[src/design/mh2_pkg.sv]
// Shared types and constants for the MurmurHash2 32-bit block.
// Used by mh2_front, mh2_queue, mh2_back and murmur2_hash32.
package mh2_pkg;

  localparam logic [31:0] MIX_MUL     = 32'h5bd1_e995;
  localparam int          WORD_SHIFT  = 24;
  localparam int          FIN_SHIFT_A = 13;
  localparam int          FIN_SHIFT_B = 15;

  // Default number of entries in the front-to-back queue
  localparam int QUEUE_DEPTH_DEF = 4;

  // How the back end folds a word into the accumulator
  typedef enum logic [1:0] {
    KIND_NONE = 2'd0,
    KIND_TAIL = 2'd1,
    KIND_FULL = 2'd2
  } kind_t;

  // One classified word on its way from front to back
  typedef struct packed {
    logic [31:0] payload;   // mixed word (full) or masked bytes (tail)
    kind_t       kind;
    logic        first;
    logic        last;
    logic [30:0] key_length;
  } item_t;

endpackage

[src/design/mh2_front.sv]
// Front end: accepts key words, classifies them and runs the per-word mix.
// Depends on mh2_pkg; feeds mh2_queue.
module mh2_front (
  input  logic                clk,
  input  logic                rst_n,
  input  logic                in_valid,
  output logic                in_stall,
  input  logic [31:0]         in_data_word,
  input  logic [2:0]          in_valid_bytes,
  input  logic                in_first_item,
  input  logic                in_last_item,
  input  logic [30:0]         in_key_length,
  output logic                push_valid,
  input  logic                push_stall,
  output mh2_pkg::item_t      push_item
);
  import mh2_pkg::*;

  logic        s1_v_r, s1_v_nxt;
  item_t       s1_r;
  logic        s2_v_r, s2_v_nxt;
  item_t       s2_r;
  logic        s1_ready, s2_ready;
  logic        in_take;
  kind_t       in_kind;
  logic [31:0] in_mask;
  logic [31:0] in_prod;
  logic [31:0] s1_shx;
  logic [31:0] s1_prod;

  // Classify the incoming word by its byte count
  always_comb begin
    in_kind = KIND_FULL;
    in_mask = 32'hffff_ffff;
    case (in_valid_bytes)
      3'd0: begin
        in_kind = KIND_NONE;
        in_mask = 32'h0000_0000;
      end
      3'd1: begin
        in_kind = KIND_TAIL;
        in_mask = 32'h0000_00ff;
      end
      3'd2: begin
        in_kind = KIND_TAIL;
        in_mask = 32'h0000_ffff;
      end
      3'd3: begin
        in_kind = KIND_TAIL;
        in_mask = 32'h00ff_ffff;
      end
      default: begin
        in_kind = KIND_FULL;
        in_mask = 32'hffff_ffff;
      end
    endcase
  end

  // First multiply of the word mix
  assign in_prod = in_data_word * MIX_MUL;
  // Shift-XOR and second multiply
  assign s1_shx  = s1_r.payload ^ (s1_r.payload >> WORD_SHIFT);
  assign s1_prod = s1_shx * MIX_MUL;

  // Advance a stage when the one after it has room
  assign s2_ready   = !s2_v_r || !push_stall;
  assign s1_ready   = !s1_v_r || s2_ready;
  assign in_stall   = !s1_ready;
  assign in_take    = in_valid && s1_ready;
  assign push_valid = s2_v_r;
  assign push_item  = s2_r;

  always_comb begin
    s1_v_nxt = s1_ready ? in_valid : s1_v_r;
    s2_v_nxt = s2_ready ? s1_v_r : s2_v_r;
  end

  // Hold valid bits
  always_ff @(posedge clk) begin
    if (!rst_n) begin
      s1_v_r <= 1'b0;
      s2_v_r <= 1'b0;
    end else begin
      s1_v_r <= s1_v_nxt;
      s2_v_r <= s2_v_nxt;
    end
  end

  // Move payload down the pipe
  always_ff @(posedge clk) begin
    if (in_take) begin
      s1_r.payload    <= (in_kind == KIND_FULL) ? in_prod : (in_data_word & in_mask);
      s1_r.kind       <= in_kind;
      s1_r.first      <= in_first_item;
      s1_r.last       <= in_last_item;
      s1_r.key_length <= in_key_length;
    end
    if (s2_ready && s1_v_r) begin
      s2_r.payload    <= (s1_r.kind == KIND_FULL) ? s1_prod : s1_r.payload;
      s2_r.kind       <= s1_r.kind;
      s2_r.first      <= s1_r.first;
      s2_r.last       <= s1_r.last;
      s2_r.key_length <= s1_r.key_length;
    end
  end

endmodule

[src/design/mh2_queue.sv]
// Short FIFO of classified words between front and back ends.
// Depends on mh2_pkg for the item type.
module mh2_queue #(
  parameter int DEPTH = mh2_pkg::QUEUE_DEPTH_DEF
) (
  input  logic           clk,
  input  logic           rst_n,
  input  logic           push_valid,
  output logic           push_stall,
  input  mh2_pkg::item_t push_item,
  output logic           pop_valid,
  input  logic           pop_take,
  output mh2_pkg::item_t pop_item
);
  import mh2_pkg::*;

  localparam int PW = (DEPTH > 1) ? $clog2(DEPTH) : 1;
  localparam int CW = $clog2(DEPTH + 1);

  item_t         mem_r [DEPTH];
  logic [PW-1:0] wr_ptr_r, wr_ptr_nxt;
  logic [PW-1:0] rd_ptr_r, rd_ptr_nxt;
  logic [CW-1:0] count_r, count_nxt;
  logic          do_push, do_pop;

  assign push_stall = (count_r == CW'(DEPTH));
  assign pop_valid  = (count_r != '0);
  assign pop_item   = mem_r[rd_ptr_r];
  assign do_push    = push_valid && !push_stall;
  assign do_pop     = pop_valid && pop_take;

  // Advance pointers and count
  always_comb begin
    wr_ptr_nxt = wr_ptr_r;
    rd_ptr_nxt = rd_ptr_r;
    count_nxt  = count_r;
    if (do_push) begin
      wr_ptr_nxt = (wr_ptr_r == PW'(DEPTH - 1)) ? '0 : wr_ptr_r + 1'b1;
    end
    if (do_pop) begin
      rd_ptr_nxt = (rd_ptr_r == PW'(DEPTH - 1)) ? '0 : rd_ptr_r + 1'b1;
    end
    case ({do_push, do_pop})
      2'b10:   count_nxt = count_r + 1'b1;
      2'b01:   count_nxt = count_r - 1'b1;
      default: count_nxt = count_r;
    endcase
  end

  always_ff @(posedge clk) begin
    if (!rst_n) begin
      wr_ptr_r <= '0;
      rd_ptr_r <= '0;
      count_r  <= '0;
    end else begin
      wr_ptr_r <= wr_ptr_nxt;
      rd_ptr_r <= rd_ptr_nxt;
      count_r  <= count_nxt;
    end
  end

  // Store the pushed word
  always_ff @(posedge clk) begin
    if (do_push) begin
      mem_r[wr_ptr_r] <= push_item;
    end
  end

endmodule

[src/design/mh2_back.sv]
// Back end: folds words into the accumulator, finalizes and emits the hash.
// Depends on mh2_pkg; takes words from mh2_queue.
module mh2_back (
  input  logic           clk,
  input  logic           rst_n,
  input  logic           cfg_we,
  input  logic [31:0]    cfg_wdata,
  input  logic           pop_valid,
  output logic           pop_take,
  input  mh2_pkg::item_t pop_item,
  output logic           out_valid,
  input  logic           out_stall,
  output logic [31:0]    out_hash_value
);
  import mh2_pkg::*;

  logic [31:0] seed_r;
  logic [31:0] acc_r;
  logic [31:0] acc_nxt;
  logic [31:0] h_start;
  logic [31:0] mul_in;
  logic [31:0] mul_out;
  logic        do_pop;
  logic        f0_v_r, f1_v_r, out_v_r;
  logic        f0_v_nxt, f1_v_nxt, out_v_nxt;
  logic [31:0] f0_r, f1_r, out_r;
  logic [31:0] f0_shx, f0_prod;
  logic        out_ready, f1_ready, f0_ready;

  // Finalization pipe handshake
  assign out_ready = !out_v_r || !out_stall;
  assign f1_ready  = !f1_v_r || out_ready;
  assign f0_ready  = !f0_v_r || f1_ready;

  // Take a word unless it ends a key and the finalizer is full
  assign pop_take = !pop_item.last || f0_ready;
  assign do_pop   = pop_valid && pop_take;

  // Accumulator step: one multiply per word
  assign h_start = pop_item.first ? (seed_r ^ {1'b0, pop_item.key_length}) : acc_r;
  assign mul_in  = (pop_item.kind == KIND_TAIL) ? (h_start ^ pop_item.payload) : h_start;
  assign mul_out = mul_in * MIX_MUL;

  always_comb begin
    case (pop_item.kind)
      KIND_FULL: acc_nxt = mul_out ^ pop_item.payload;
      KIND_TAIL: acc_nxt = mul_out;
      default:   acc_nxt = h_start;
    endcase
  end

  // Finalization arithmetic
  assign f0_shx  = f0_r ^ (f0_r >> FIN_SHIFT_A);
  assign f0_prod = f0_shx * MIX_MUL;

  always_comb begin
    f0_v_nxt  = f0_ready ? (do_pop && pop_item.last) : f0_v_r;
    f1_v_nxt  = f1_ready ? f0_v_r : f1_v_r;
    out_v_nxt = out_ready ? f1_v_r : out_v_r;
  end

  // Control state, seed and accumulator
  always_ff @(posedge clk) begin
    if (!rst_n) begin
      seed_r  <= '0;
      acc_r   <= '0;
      f0_v_r  <= 1'b0;
      f1_v_r  <= 1'b0;
      out_v_r <= 1'b0;
    end else begin
      if (cfg_we) begin
        seed_r <= cfg_wdata;
      end
      if (do_pop) begin
        acc_r <= acc_nxt;
      end
      f0_v_r  <= f0_v_nxt;
      f1_v_r  <= f1_v_nxt;
      out_v_r <= out_v_nxt;
    end
  end

  // Finalizer payload; hold while stalled
  always_ff @(posedge clk) begin
    if (f0_ready && do_pop && pop_item.last) begin
      f0_r <= acc_nxt;
    end
    if (f1_ready && f0_v_r) begin
      f1_r <= f0_prod;
    end
    if (out_ready && f1_v_r) begin
      out_r <= f1_r ^ (f1_r >> FIN_SHIFT_B);
    end
  end

  assign out_valid      = out_v_r;
  assign out_hash_value = out_r;

endmodule

[src/design/murmur2_hash32.sv]
// MurmurHash2 32-bit streaming hash, top level.
// Input channel: one 32-bit little-endian key word per accepted item, with
//   in_valid_bytes (0..7, values above 4 count as a full word), in_first_item, in_last_item and in_key_length
//   (read on the first word). A zero-length key is one word with no bytes.
// Result channel: out_valid/out_stall with out_hash_value, one result for
//   each word marked last.
// Configuration: cfg_we writes cfg_wdata into the seed register; write it
//   only while no key is in flight.
// The last word of a key passes front stages s1 and s2, the queue, finalizer registers f0 and f1
//   and the output register before out_valid rises; a stall on either side holds it back.
// Throughput: one word per cycle while neither side stalls, set by the single constant multiply and
//   XOR in the accumulator loop of the back end; the two word-mix multiplies
//   run ahead in the front pipeline.
// Reset (rst_n low, synchronous): seed and accumulator clear to zero, all
//   pipeline and queue entries are dropped.
// When out_stall is high the finished hash holds on the port; the
//   finalizer, queue and front pipeline fill up behind it and in_stall rises
//   only once they are all full.
module murmur2_hash32 #(
  parameter int QUEUE_DEPTH = mh2_pkg::QUEUE_DEPTH_DEF
) (
  input  logic        clk,
  input  logic        rst_n,
  input  logic        cfg_we,
  input  logic [31:0] cfg_wdata,
  input  logic        in_valid,
  output logic        in_stall,
  input  logic [31:0] in_data_word,
  input  logic [2:0]  in_valid_bytes,
  input  logic        in_first_item,
  input  logic        in_last_item,
  input  logic [30:0] in_key_length,
  output logic        out_valid,
  input  logic        out_stall,
  output logic [31:0] out_hash_value
);
  import mh2_pkg::*;

  logic  push_valid, push_stall;
  item_t push_item;
  logic  pop_valid, pop_take;
  item_t pop_item;

  mh2_front u_front (
    .clk            (clk),
    .rst_n          (rst_n),
    .in_valid       (in_valid),
    .in_stall       (in_stall),
    .in_data_word   (in_data_word),
    .in_valid_bytes (in_valid_bytes),
    .in_first_item  (in_first_item),
    .in_last_item   (in_last_item),
    .in_key_length  (in_key_length),
    .push_valid     (push_valid),
    .push_stall     (push_stall),
    .push_item      (push_item)
  );

  mh2_queue #(
    .DEPTH (QUEUE_DEPTH)
  ) u_queue (
    .clk        (clk),
    .rst_n      (rst_n),
    .push_valid (push_valid),
    .push_stall (push_stall),
    .push_item  (push_item),
    .pop_valid  (pop_valid),
    .pop_take   (pop_take),
    .pop_item   (pop_item)
  );

  mh2_back u_back (
    .clk            (clk),
    .rst_n          (rst_n),
    .cfg_we         (cfg_we),
    .cfg_wdata      (cfg_wdata),
    .pop_valid      (pop_valid),
    .pop_take       (pop_take),
    .pop_item       (pop_item),
    .out_valid      (out_valid),
    .out_stall      (out_stall),
    .out_hash_value (out_hash_value)
  );

endmodule

[config.mk]
export PLATFORM = sky130hd
export DESIGN_NAME = murmur2_hash32
export DESIGN_NICKNAME = d
export VERILOG_FILES = /design/src/design/mh2_pkg.sv /design/src/design/mh2_front.sv /design/src/design/mh2_queue.sv /design/src/design/mh2_back.sv /design/src/design/murmur2_hash32.sv
export SDC_FILE = /design/constraint.sdc
export NUM_CORES = 2
export LEC_CHECK = 0
export BUFFER_PORTS_ARGS = -buffer_cell sky130_fd_sc_hd__buf_2
export CORE_MARGIN = 8
export CORE_UTILIZATION = 51
export CTS_CLUSTER_SIZE = 30
export DETAILED_ROUTE_END_ITERATION = 16
export PLACE_DENSITY = 0.71
export SYNTH_ARGS = -nofsm -noshare
export SYNTH_HDL_FRONTEND = slang
export SYNTH_SLANG_ARGS = --single-unit
[constraint.sdc]
create_clock -name clk -period 33.9 [get_ports clk]
set_input_delay 1.695 -clock clk [delete_from_list [all_inputs] [get_ports clk]]
set_output_delay 1.695 -clock clk [all_outputs]
set_load 0.01 [all_outputs]
==> results.txt <==
Clock buffers created by TritonCTS: 57
Most frequent cells in the layout: inv_1, ha_1, fa_1
Final hold viol count: 0
EDFF count, synth: 498
Rel. slew slack: 0.201
Vias in the first global route: 37.8k
Max clock buf depth: 3
Die extent in y: 352 um
ANT nets after route: 0
Worst-skew pair later-pin latency: 620 ps
Syn Nets: 6621
Kind of critical path: reg2reg
Critical path peak fanout: 36
Setup crit end kind: flop
Outcome: finished clean
DRT iter0 DRCs: 2217
Synth Instances: 4948
# DRC: 0
DP Worst Slack: 23540 ps
Final net count: 6808
Ys Warns: 0
Total track usage: 0.230
Mapped Avg Cell Area: 11.6 um^2
Number of port buffers: 138
Register area share after synthesis: 0.287
Die Wd: 352 um
Maximum clock rate: 95.3 MHz
Antenna violations before repair: 9
Final TNS setup: 0 ps
Final WS setup: 23410 ps
Filler instances: 9440
Post-cts resize count: 0
Post-synth cell types: 75
Share of cells above drive strength 1: 0.0743
Htree depth: 2
FFs w/ async S/R, synth: 0
RSZ-0062 raised after global routing: false
Slew Viols, Final: 0
Site Rows: 123
Critical Path RT: 34440 ps
# setup viols final: 0
Startpoint Class: flop
Commonest non-fill, non-tap cell in the layout: inv_1
Area growth from synthesis to layout: 8.18%
Clk sinks: 576
Hold buffers post-CTS: 0
Pin count of the biggest net entering global routing: 84
Placer Congestion: 0.933
DR pass1 iterations: 6
Number of max-cap violations: 0
Setup bufs post-CTS: 0
Total wire length: 140000 um
CTS clk-pin slew, worst paths: 60 ps
First-pass GRT wire length: 216000 um
DR WL/cell: 20.9 um
Slew @ Worst Pin: 1200 ps
Detailed placement HPWL: 113000 um
Initial Utilization: 0.512
Clk root buf: clkbuf_16
Total Die Area: 124000 um^2
Class of the most critical hold timing path: reg2reg
Main synth FF type: edfxtp_1
Final worst-path cycle share: 0.309
Total number of vias: 35.5k
Drt via density: 5.32
Most used cell, CP: fa_1
Worst path slowest cell: dfxtp_4
Synthesized area: 57500 um^2
# IOs: 139
Minimum clock period: 10490 ps
Core ar.: 112000 um^2
FF+latch count, synth: 576
CP arrival: 11030 ps
Setup Skew: 30.1 ps
Gr ovfl total: 0
Crit-path max cell delay: 740 ps
CTS tree: built
critical path: cells and delay by family (launching register included):
| kind | cells | cell delay [ps] |
|---|---|---|
| XOR/XNOR | 4 | 1590 |
| buffers and inverters | 6 | 1200 |
| multiplexers | 2 | 790 |
| AND/OR/NAND/NOR | 4 | 720 |
| flip-flops | 1 | 740 |
| AO/OA/AOI/OAI | 7 | 1960 |
| adder cells (fa/ha/maj) | 8 | 3300 |
metrics by stage:
stage | hold WS, ps | std cells | utilization | area, um^2
floorplan | 400 | 4948 | - | 57500
global placement | 401 | 6576 | 0.537 | 60200
detailed placement | 405 | 6576 | 0.537 | 60200
CTS | 398 | 6680 | 0.554 | 62200
global route | 407 | 6680 | 0.554 | 62200
finish | 402 | 6683 | 0.554 | 62200
routing by layer:
layer	vias up	routed length, um	global-route usage
met5	-	64	0
met4	10	5810	0.0835
met3	272	8630	0.0298
met2	1098	66300	0.385
met1	17900	58700	0.308
li1	16300	-	-
logic make-up after synthesis:
logic type,synth area share
fa+ha+maj,0.436
simple gates,0.0361
mux,0.0355
compound gates,0.0503
buf+inv,0.0923
flops,0.287
xor+xnor,0.0626
final timing paths:
path              startpoint                   end  cells past startpoint  slack (ps)
max reg2reg             flop      u_back.acc_r[31]                     31       23410
min reg2reg  u_front.s1_r[2]  u_front.push_item[2]                      0         400
max                     flop      u_back.acc_r[31]                     31       23410
min          u_front.s1_r[2]  u_front.push_item[2]                      0         400
Yosys cell counts (6+ instances only):
cell type,count,share of area
dfxtp_1,78,0.027
a21o_1,56,0.0073
o22ai_1,6,0.00065
o21ai_0,71,0.0062
a22o_1,21,0.0032
ha_1,856,0.19
nand2_1,176,0.011
a211o_1,6,0.00091
o21a_1,20,0.0026
xnor2_1,234,0.036
a211oi_1,7,0.00091
a31oi_1,9,0.00098
mux2i_1,58,0.010
xor2_1,160,0.024
a221oi_1,19,0.0029
buf_2,10,0.00087
nor2b_1,56,0.0061
a21boi_1,22,0.0029
nor3_1,20,0.0017
o21bai_1,18,0.0024
buf_1,11,0.00072
and2_1,36,0.0039
or2_1,6,0.00065
a21oi_1,107,0.0093
and3_1,21,0.0023
clkbuf_1,42,0.0027
edfxtp_1,498,0.26
mux4_2,62,0.024
nand3_1,21,0.0018
fa_1,712,0.25
o31ai_1,9,0.0012
inv_1,1322,0.086
nor2_1,62,0.0041
nand2b_1,16,0.0017
o21ai_1,25,0.0022
maj3_1,7,0.0012
sequential cells by signal, indices dropped and copies added, names as in the netlist, 2 cells and up, named ones only:
register               count
u_queue.mem_r            268
u_back.acc_r              32
u_front.s1_r              67
u_queue.count_r            3
u_back.seed_r             32
u_front.push_item         67
u_queue.wr_ptr_r           2
u_back.out_hash_value     32
u_back.f0_r               32
u_queue.rd_ptr_r           2
u_back.f1_r               32
area by class of cell:
cell class / instances / area, um^2 / share of cell area
Timing Repair Buffer: 199 / 1150 / 0.0185
Clock inverter: 26 / 357 / 0.00574
Antenna cell: 3 / 7.51 / 0.000121
Sequential cell: 576 / 16500 / 0.266
Clock buffer: 78 / 1560 / 0.0250
Multi-Input combinational cell: 2975 / 35700 / 0.575
Inverter: 1326 / 4980 / 0.0801
Tap cell: 1500 / 1880 / 0.0302
Power is left out: the tool's default activity adds up to more than one toggle a clock period on the data nets, which glitch-free logic cannot reach.
